**src/hw/rtl/rtnh_pkg.sv**
```systemverilog
// ----------------------------------------------------------------------------
// rtnh_pkg
// Shared types, constants and the multiply-accumulate program of the
// nearest ray/triangle hit engine.
// ----------------------------------------------------------------------------
package rtnh_pkg;

  localparam int MAX_TRIANGLES_DEF = 256;
  localparam int FRAC_BITS_DEF     = 12;

  localparam int CRD_W    = 32;            // stored coordinate
  localparam int EDGE_W   = CRD_W + 1;     // corner difference
  localparam int HALF_W   = 34;            // low slice of a minor
  localparam int MINOR_W  = 2 * EDGE_W + 1;
  localparam int MUL_B_W  = HALF_W + 1;
  localparam int PROD_W   = EDGE_W + MUL_B_W;
  localparam int DET_W    = 104;
  localparam int DIV_W    = DET_W + 31;
  localparam int DIST_W   = 31;
  localparam int OIDX_W   = 8;
  localparam int CNT_W    = 9;
  localparam int NSTEP    = 42;
  localparam int STEP_W   = 6;
  localparam int DIV_STEPS = 31;
  localparam int DCNT_W   = 5;
  localparam int DIST_RESET_INT = 90000;
  localparam logic [DIST_W-1:0] T_SAT = '1;

  localparam logic OP_CORNER = 1'b0;
  localparam logic OP_TRACE  = 1'b1;

  localparam logic [1:0] CORNER_A    = 2'd0;
  localparam logic [1:0] CORNER_B    = 2'd1;
  localparam logic [1:0] CORNER_C    = 2'd2;
  localparam logic [1:0] CORNER_NONE = 2'd3;

  localparam logic CFG_TRI_COUNT = 1'b0;
  localparam logic CFG_MAX_DIST  = 1'b1;

  // operand vectors, three components each
  localparam int V_AB  = 0;
  localparam int V_AC  = 1;
  localparam int V_AO  = 2;
  localparam int V_DIR = 3;
  localparam int NVEC  = 12;
  localparam int NMINOR = 9;

  localparam int DET_D = 0;
  localparam int DET_T = 1;
  localparam int DET_B = 2;
  localparam int DET_G = 3;
  localparam int DEST_DET0 = 9;

  typedef struct packed {
    logic [3:0] a_sel;
    logic       b_minor;
    logic [3:0] b_sel;
    logic       b_hi;
    logic       first;
    logic       sub;
    logic       store;
    logic [3:0] dest;
  } step_t;

  typedef struct packed {
    logic              ray_load;
    logic              corner_wr;
    logic              rd_en;
    logic [1:0]        rd_corner;
    logic              cap_en;
    logic [1:0]        cap_corner;
    logic              edge_calc;
    logic              mac_en;
    logic [STEP_W-1:0] step;
    logic              sign_fix;
    logic              div_start;
    logic              div_step;
    logic              commit;
    logic              emit;
  } cmd_t;

  typedef struct packed {
    logic cand;
  } sts_t;

  // Cross products ac x dir, ac x ao, ao x dir into minors, then
  // d = ab.(ac x dir), dt = ab.(ac x ao), db = ao.(ac x dir), dg = ab.(ao x dir).
  function automatic step_t step_decode(input logic [STEP_W-1:0] idx);
    step_t s;
    int    n;
    int    qv;
    int    sv;
    int    pv;
    int    ms;
    int    i1;
    int    i2;
    s = '0;
    n = 0;
    for (int c = 0; c < 3; c++) begin
      qv = (c == 2) ? V_AO : V_AC;
      sv = (c == 1) ? V_AO : V_DIR;
      for (int k = 0; k < 3; k++) begin
        i1 = (k + 1) % 3;
        i2 = (k + 2) % 3;
        if (int'(idx) == n) begin
          s.a_sel = 4'(qv * 3 + i1);
          s.b_sel = 4'(sv * 3 + i2);
          s.first = 1'b1;
        end
        n++;
        if (int'(idx) == n) begin
          s.a_sel = 4'(qv * 3 + i2);
          s.b_sel = 4'(sv * 3 + i1);
          s.sub   = 1'b1;
          s.store = 1'b1;
          s.dest  = 4'(c * 3 + k);
        end
        n++;
      end
    end
    for (int j = 0; j < 4; j++) begin
      pv = (j == 2) ? V_AO : V_AB;
      ms = (j == 1) ? 1 : ((j == 3) ? 2 : 0);
      for (int k = 0; k < 3; k++) begin
        if (int'(idx) == n) begin
          s.a_sel   = 4'(pv * 3 + k);
          s.b_minor = 1'b1;
          s.b_sel   = 4'(ms * 3 + k);
          s.first   = (k == 0);
        end
        n++;
        if (int'(idx) == n) begin
          s.a_sel   = 4'(pv * 3 + k);
          s.b_minor = 1'b1;
          s.b_sel   = 4'(ms * 3 + k);
          s.b_hi    = 1'b1;
          s.store   = (k == 2);
          s.dest    = 4'(DEST_DET0 + j);
        end
        n++;
      end
    end
    return s;
  endfunction

endpackage

```
**src/hw/rtl/rtnh_ctrl.sv**
```systemverilog
// ----------------------------------------------------------------------------
// rtnh_ctrl
// Controller: walks the triangles of one ray, sequences corner reads, the
// multiply-accumulate program, the divider and the result beat.
// ----------------------------------------------------------------------------
module rtnh_ctrl import rtnh_pkg::*; #(
  parameter int MAX_TRIANGLES = MAX_TRIANGLES_DEF,
  localparam int IW = (MAX_TRIANGLES > 1) ? $clog2(MAX_TRIANGLES) : 1,
  localparam int CT = $clog2(MAX_TRIANGLES + 1)
) (
  input  logic             clk,
  input  logic             rst_n,
  input  logic             start,
  input  logic             in_op,
  input  logic [CNT_W-1:0] tri_count,
  input  sts_t             sts,
  output cmd_t             cmd,
  output logic [IW-1:0]    tri_idx,
  output logic             busy,
  output logic             out_valid
);

  typedef enum logic [3:0] {
    S_IDLE, S_RDA, S_RDB, S_RDC, S_CAPC, S_EDGE, S_MAC, S_DRAIN,
    S_FIX, S_TEST, S_DIV, S_COMMIT, S_NEXT, S_DONE
  } state_t;

  state_t            state_r;
  logic [CT-1:0]     tri_r;
  logic [STEP_W-1:0] step_r;
  logic [DCNT_W-1:0] dcnt_r;
  logic              out_valid_r;
  logic [31:0]       n_tri;

  assign n_tri = (32'(tri_count) > 32'(MAX_TRIANGLES)) ? 32'(MAX_TRIANGLES)
                                                       : 32'(tri_count);

  always_ff @(posedge clk) begin
    if (!rst_n) begin
      state_r     <= S_IDLE;
      tri_r       <= '0;
      step_r      <= '0;
      dcnt_r      <= '0;
      out_valid_r <= 1'b0;
    end else begin
      out_valid_r <= 1'b0;
      unique case (state_r)
        S_IDLE: begin
          if (start && (in_op == OP_TRACE)) begin
            tri_r   <= '0;
            state_r <= (n_tri == 32'd0) ? S_DONE : S_RDA;
          end
        end
        S_RDA:  state_r <= S_RDB;
        S_RDB:  state_r <= S_RDC;
        S_RDC:  state_r <= S_CAPC;
        S_CAPC: state_r <= S_EDGE;
        S_EDGE: begin
          step_r  <= '0;
          state_r <= S_MAC;
        end
        S_MAC: begin
          step_r <= step_r + 1'b1;
          if (step_r == STEP_W'(NSTEP - 1)) begin
            state_r <= S_DRAIN;
          end
        end
        S_DRAIN: state_r <= S_FIX;
        S_FIX:   state_r <= S_TEST;
        S_TEST: begin
          dcnt_r  <= '0;
          state_r <= sts.cand ? S_DIV : S_NEXT;
        end
        S_DIV: begin
          dcnt_r <= dcnt_r + 1'b1;
          if (dcnt_r == DCNT_W'(DIV_STEPS - 1)) begin
            state_r <= S_COMMIT;
          end
        end
        S_COMMIT: state_r <= S_NEXT;
        S_NEXT: begin
          if (32'(tri_r) + 32'd1 >= n_tri) begin
            state_r <= S_DONE;
          end else begin
            tri_r   <= tri_r + 1'b1;
            state_r <= S_RDA;
          end
        end
        S_DONE: begin
          out_valid_r <= 1'b1;
          state_r     <= S_IDLE;
        end
        default: state_r <= S_IDLE;
      endcase
    end
  end

  always_comb begin
    cmd            = '0;
    cmd.step       = step_r;
    cmd.ray_load   = (state_r == S_IDLE) && start && (in_op == OP_TRACE);
    cmd.corner_wr  = (state_r == S_IDLE) && start && (in_op == OP_CORNER);
    cmd.rd_en      = (state_r == S_RDA) || (state_r == S_RDB) || (state_r == S_RDC);
    cmd.rd_corner  = (state_r == S_RDA) ? CORNER_A :
                     (state_r == S_RDB) ? CORNER_B : CORNER_C;
    cmd.cap_en     = (state_r == S_RDB) || (state_r == S_RDC) || (state_r == S_CAPC);
    cmd.cap_corner = (state_r == S_RDB) ? CORNER_A :
                     (state_r == S_RDC) ? CORNER_B : CORNER_C;
    cmd.edge_calc  = (state_r == S_EDGE);
    cmd.mac_en     = (state_r == S_MAC);
    cmd.sign_fix   = (state_r == S_FIX);
    cmd.div_start  = (state_r == S_TEST) && sts.cand;
    cmd.div_step   = (state_r == S_DIV);
    cmd.commit     = (state_r == S_COMMIT);
    cmd.emit       = (state_r == S_DONE);
  end

  assign tri_idx   = tri_r[IW-1:0];
  assign busy      = (state_r != S_IDLE);
  assign out_valid = out_valid_r;

  a_valid_pulse: assert property (@(posedge clk) disable iff (!rst_n)
    out_valid_r |=> !out_valid_r)
    else $error("result strobe longer than one cycle");

  a_valid_after_done: assert property (@(posedge clk) disable iff (!rst_n)
    out_valid_r |-> $past(state_r) == S_DONE)
    else $error("result strobe without finishing a ray");

  a_tri_range: assert property (@(posedge clk) disable iff (!rst_n)
    (state_r == S_RDA) |-> (32'(tri_r) < n_tri))
    else $error("triangle index beyond count");

  a_step_range: assert property (@(posedge clk) disable iff (!rst_n)
    (state_r == S_MAC) |-> (step_r < STEP_W'(NSTEP)))
    else $error("multiply program overrun");

endmodule

```
**config.mk**
```make
export PLATFORM = sky130hd
export DESIGN_NAME = rtnh_ctrl
export DESIGN_NICKNAME = d
export VERILOG_FILES = /design/src/hw/rtl/rtnh_pkg.sv /design/src/hw/rtl/rtnh_ctrl.sv
export SDC_FILE = /design/constraint.sdc
export NUM_CORES = 1
export LEC_CHECK = 0
export BUFFER_PORTS_ARGS = -buffer_cell sky130_fd_sc_hd__buf_2
export CORE_MARGIN = 8
export CORE_UTILIZATION = 45
export CTS_BUF_LIST = sky130_fd_sc_hd__clkbuf_16
export DETAILED_ROUTE_END_ITERATION = 8
export GPL_ROUTABILITY_DRIVEN = 0
export GPL_TIMING_DRIVEN = 0
export PLACE_DENSITY = 0.8
export SLEW_MARGIN = 20
export SYNTH_ARGS = -nofsm -noshare
export SYNTH_HDL_FRONTEND = slang
export SYNTH_SLANG_ARGS = --single-unit
```
**constraint.sdc**
```tcl
create_clock -name clk -period 4.7 [get_ports clk]
set_clock_uncertainty 0.2 [all_clocks]
set_input_delay 0.235 -clock clk [delete_from_list [all_inputs] [get_ports clk]]
set_output_delay 0.235 -clock clk [all_outputs]
set_load 0.02 [all_outputs]
```
## Word level (Yosys, flattened, before mapping)

Index checks and enable logic that the tools add are counted.

- Bits in registers: 25
- Input bits: 14
- Output and inout port bits: 31

- Order comparisons: 2
- $add $sub $neg: 4
- Bitwise logic cells: 1
- Mux-type cells: 18
- Reductions and logical operators: 17
- Equal/unequal tests: 19

Operators by type and width:

| cell | count |
|---|---|
| case mux 4 bit (13 select lines) | 1 |
| zero test 32 bit | 1 |
| two-way mux 9 bit | 3 |
| equality test 4 bit (second input constant) | 6 |
| two-way mux 4 bit | 5 |
| case mux 9 bit (2 select lines) | 1 |
| equality test 4 x 3 -> 1 bit (second input constant) | 4 |
| case mux 6 bit (2 select lines) | 1 |
| adder 9 x 1 -> 10 bit (second input constant) | 1 |
| >= comparator 10 x 9 -> 1 bit | 1 |
| case mux 5 bit (2 select lines) | 1 |
| adder 9 x 1 -> 9 bit (second input constant) | 1 |
| greater-than comparator 9 bit (second input constant) | 1 |
| equality test 4 x 2 -> 1 bit (second input constant) | 2 |
| two-way mux 2 bit | 4 |
| adder 6 x 1 -> 6 bit (second input constant) | 1 |
| equality test 6 bit (second input constant) | 1 |
| AND reduction 3 bit | 2 |
| nonzero test 2 bit | 3 |
| adder 5 x 1 -> 5 bit (second input constant) | 1 |
| equality test 5 bit (second input constant) | 1 |
| logical AND 1 bit | 5 |
| equality test 4 x 1 -> 1 bit (second input constant) | 1 |
| zero test 4 bit | 1 |
| 7 further kinds | 12 |

## Longest topological paths before layout

- Depth in word-level cells: 6
- Gate-level depth with buffers: 13
- Mapped depth without buffers: 12

## Worst setup path after synthesis

Ideal clock, no wire load.

- Kind: register to register
- Start: register tri_r[0]
- End: register tri_r[3]
- Arrival time: 2,560 ps
- Path buffers: 0
- Slack: 1,820 ps
- Period minus slack after synthesis: 2,880 ps
- Library setup time: 120 ps
- Stages on the path, launching flop included: 13
- Cell sequence: dfxtp_1 ha_1 nand2_1 nor2_1 and3_1 xnor2_1 inv_1 ha_1 nand3_1 a211oi_1 a221oi_2 and3_2 o31a_1

- Cells in the longest elaborated chain, start to end: 4
- Elaborated cells between the ends (all ways): 7

RTL lines:

| what | line | source |
|---|---|---|
| start, declared | rtnh_ctrl.sv:29 | `logic [CT-1:0] tri_r;` |
| start signal, assigned | rtnh_ctrl.sv:85 | `tri_r <= tri_r + 1'b1;` |
| adder 9 x 1 -> 10 bit | rtnh_ctrl.sv:82 | `if (32'(tri_r) + 32'd1 >= n_tri) begin` |
| >= comparator 10 x 9 -> 1 bit | rtnh_ctrl.sv:82 |  |
| inequality test 2 bit (no line) | - |  |
| AND reduction 3 bit (no line) | - |  |

Parallel ways exist; a longest one is shown, timed or not. The select of a mux whose other input is x is not followed.
A chain may end at the register's enable or synchronous reset.

## Worst setup path after layout

Same ends and word-level chain as after synthesis.

==> summary.md <==
| Metric | Value |
|---|---|
| DRC viols | `0` |
| Min-Delay Path Class | `in2reg` |
| Routed wire length | `5.165 mm` |
| Pins Over Slew Limit | `0` |
| WS Path Type | `reg2reg` |
| TritonCTS Sinks | `25` |
| Slew @ Worst Pin | `0.5776 ns` |
| Final hold violations | `0` |
| Avg WL per Cell | `between 10 and 15 um` |
| Status | `completed` |
| Starting density of the core | `47.36%` |
| Met2 wire length | `2.336 mm` |
| Setup bufs post-CTS | `0` |
| Hold_buf cts | `0` |
| Cells after Synth | `259` |
| Syn_nets | `287` |
| Global-route usage over all layers | `15.04%` |
| Post-synth EDFFs | `0` |
| Die Y | `between 80 and 90 um` |
| Maximum operating frequency | `between 300 and 400 MHz` |
| Synth Register Bits | `25` |
| VDD IR max | `~130 uV` |
| Number of synthesis warnings | `0` |
| Routed via count | `1999` |
| Die Outline Area | `6618 sq um` |
| CTS root buf | `clkbuf_16` |
| Met3 Wirelength | `482 um` |
| Final core occ | `56.28%` |
| LEAKAGE | `1.029 nW` |
| Max cap viols | `0` |
| Vias in the first global route | `between 1500 and 2000` |
| CP startpoint kind | `flop` |
| First-pass GRT wire length | `8.128 mm` |
| Crit path arrival time | `3.26 ns` |
| Top Ports | `45` |
| Core Region | `roughly 4100 sq um` |
| Largest net degree at the start of global routing | `17` |
| CP required | `4.66 ns` |
| Register area share after synthesis | `26.04%` |
| RSZ-0062 raised after global routing | `no` |
| CP endpoint kind | `flop` |
| Die Wd | `81.35 um` |
| Post-DR vias/cell | `roughly 5.6` |
| Total power draw | `0.5357 mW` |
| Final worst-path cycle share | `70.36%` |
| Clock-pin slew on the worst setup and hold paths | `0.07 ns` |
| Pre-antenna DRT Iters | `4` |
| Number of port buffers | `43` |
| Count of cell types in the netlist | `48` |
| TritonCTS clock tree | `built` |
| Dpl hpwl | `3.978 mm` |
| Final ANT Viol Nets | `0` |
| Clk_lat worst skew | `0.26 ns` |
| Critical-path maximum fanout | `7` |
| Hold WS | `around 0.12 ns` |
| Post-Route M1 WL | `2.304 mm` |
| Syn Std Cell Area | `1922 sq um` |
| Final Setup Violations | `0` |
| Layout Nets | `335` |
| Share of layout cells above drive strength 1 | `between 20% and 30%` |
| Ant. Diodes | `0` |
| Relative slew margins | `61.15%` |
| Cts repair resizes | `0` |
| Total grt overflow | `0` |
| Iteration-0 DRC Markers | `~100` |
| Setup TNS | `0 ns` |
| Syn avg cell area | `about 7.4 sq um` |
| Min Tclk post-route | `roughly 3.3 ns` |
| Cts bufs inserted | `3` |
| FFs w/ async S/R, synth | `0%` |
| FP Rows | `23` |
| CTS H-tree depth | `1` |
| Max Root-Sink Buffers | `2` |
| Area growth syn-to-layout | `18.82%` |
| Primary FF master, synth | `dfxtp_1` |
| Highest routed layer | `met4` |
| Pwr Density | `about 230 nW/um^2` |
| Initial antenna violation count | `0` |
==> sequential cells by signal, summed over array words and instances, names as in the netlist <==
name / count
step_r: 6
tri_r: 9
state_r: 4
out_valid: 1
dcnt_r: 5
==> logic make-up (layout without fill, tap and decap cells) <==
kind of cell	after synthesis	after routing	share of synthesized area, %
flip-flops	25	25	26.04
adder cells (fa/ha/maj)	14	14	9.115
XOR/XNOR	8	8	3.645
multiplexers	5	5	2.734
AND/OR/NAND/NOR	115	115	29.49
buffers and inverters	32	79	8.594
AO/OA/AOI/OAI	60	60	20.38
==> routing by layer <==
metal  up-vias  track usage, %
li1       1004               -
met1       911           20.22
met2        78           24.34
met3         6           2.649
met4         0           3.214
met5         -               0
==> critical path, stage by stage, from the launching register on <==
cell and delay, ns:
dfxtp_1 0.44, ha_1 0.29, nand2_1 0.08, nor2_1 0.28, and3_1 0.22, xnor2_1 0.15, inv_1 0.07, ha_1 0.33
nand3_1 0.08, a211oi_1 0.38, a221oi_2 0.16, and3_2 0.22, o31a_1 0.29
==> final timing paths <==
kind,to,depth (start not counted),slack [ns],start
max,tri_r[3]$_SDFFE_PN0P_,12,1.39,tri_r[0]$_SDFFE_PN0P_
max reg2reg,tri_r[3]$_SDFFE_PN0P_,12,1.39,tri_r[0]$_SDFFE_PN0P_
min,tri_r[5]$_SDFFE_PN0P_,3,0.12,rst_n
min reg2reg,dcnt_r[4]$_SDFFE_PN0P_,1,0.30,dcnt_r[4]$_SDFFE_PN0P_
==> report_power, final <==
part           total [mW]  internal [mW]  switching, mW
Sequential          0.218          0.215        0.00317
Clock               0.203          0.118         0.0850
Combinational       0.115         0.0385         0.0765
Total               0.536          0.371          0.165
==> per-stage QoR <==
step / cells / setup slack (ns) / cell area [sq um]
floorplan: 259 / 1.820 / 1922
global placement: 352 / 1.541 / 2200
detailed placement: 352 / 1.485 / 2200
CTS: 356 / 1.452 / 2283
global route: 356 / 1.157 / 2283
finish: 356 / 1.393 / 2283
==> cells in the final DEF, fill, tap and decap left out, types with 5 or more instances in the layout <==
| cell | instances |
|---|---|
| a21oi_1 | 16 |
| and2_1 | 5 |
| buf_2 | 49 |
| buf_4 | 8 |
| clkbuf_1 | 6 |
| dfxtp_1 | 25 |
| ha_1 | 14 |
| inv_1 | 10 |
| nand2_1 | 38 |
| nand2b_1 | 6 |
| nand3_1 | 14 |
| nor2_1 | 22 |
| nor2b_1 | 7 |
| o21ai_0 | 12 |
| o22ai_1 | 5 |
==> cell type report <==
type,instances,area [sq um]
Multi-Input combinational cell,202,1256
Tap cell,50,62.56
Fill cell,378,1774
Clock buffer,3,75.07
Clock inverter,1,8.758
Inverter,11,41.29
Buffer,21,123.9
Sequential cell,25,500.5
Timing Repair Buffer,43,215.2
==> cell usage after synthesis, types with 2 or more instances <==
| cell | n | area share, % |
|---|---|---|
| nor2b_1 | 7 | 2.3 |
| a21boi_0 | 4 | 1.6 |
| dfxtp_1 | 25 | 26 |
| o22ai_1 | 5 | 1.6 |
| nor4_1 | 2 | 0.65 |
| nor4b_1 | 2 | 0.91 |
| xor2_1 | 4 | 1.8 |
| mux2_2 | 2 | 1.2 |
| nand4_1 | 4 | 1.3 |
| nand2_1 | 38 | 7.4 |
| xnor2_1 | 4 | 1.8 |
| a31oi_1 | 4 | 1.3 |
| a21oi_1 | 16 | 4.2 |
| nand3_1 | 14 | 3.6 |
| mux2i_1 | 3 | 1.6 |
| buf_2 | 6 | 1.6 |
| o31ai_1 | 2 | 0.78 |
| o31a_1 | 2 | 0.91 |
| o21ai_0 | 12 | 3.1 |
| nor3b_1 | 2 | 0.78 |
| a211oi_1 | 3 | 1.2 |
| and3_1 | 4 | 1.3 |
| buf_4 | 8 | 3.1 |
| inv_1 | 10 | 2.0 |
| nor2_1 | 22 | 4.3 |
| nor3_1 | 4 | 1.0 |
| o211ai_1 | 2 | 0.78 |
| nand2b_1 | 6 | 2.0 |
| clkbuf_1 | 6 | 1.2 |
| and2_1 | 5 | 1.6 |
| ha_1 | 14 | 9.1 |
Note: power is estimated with default switching activity, not from simulation.
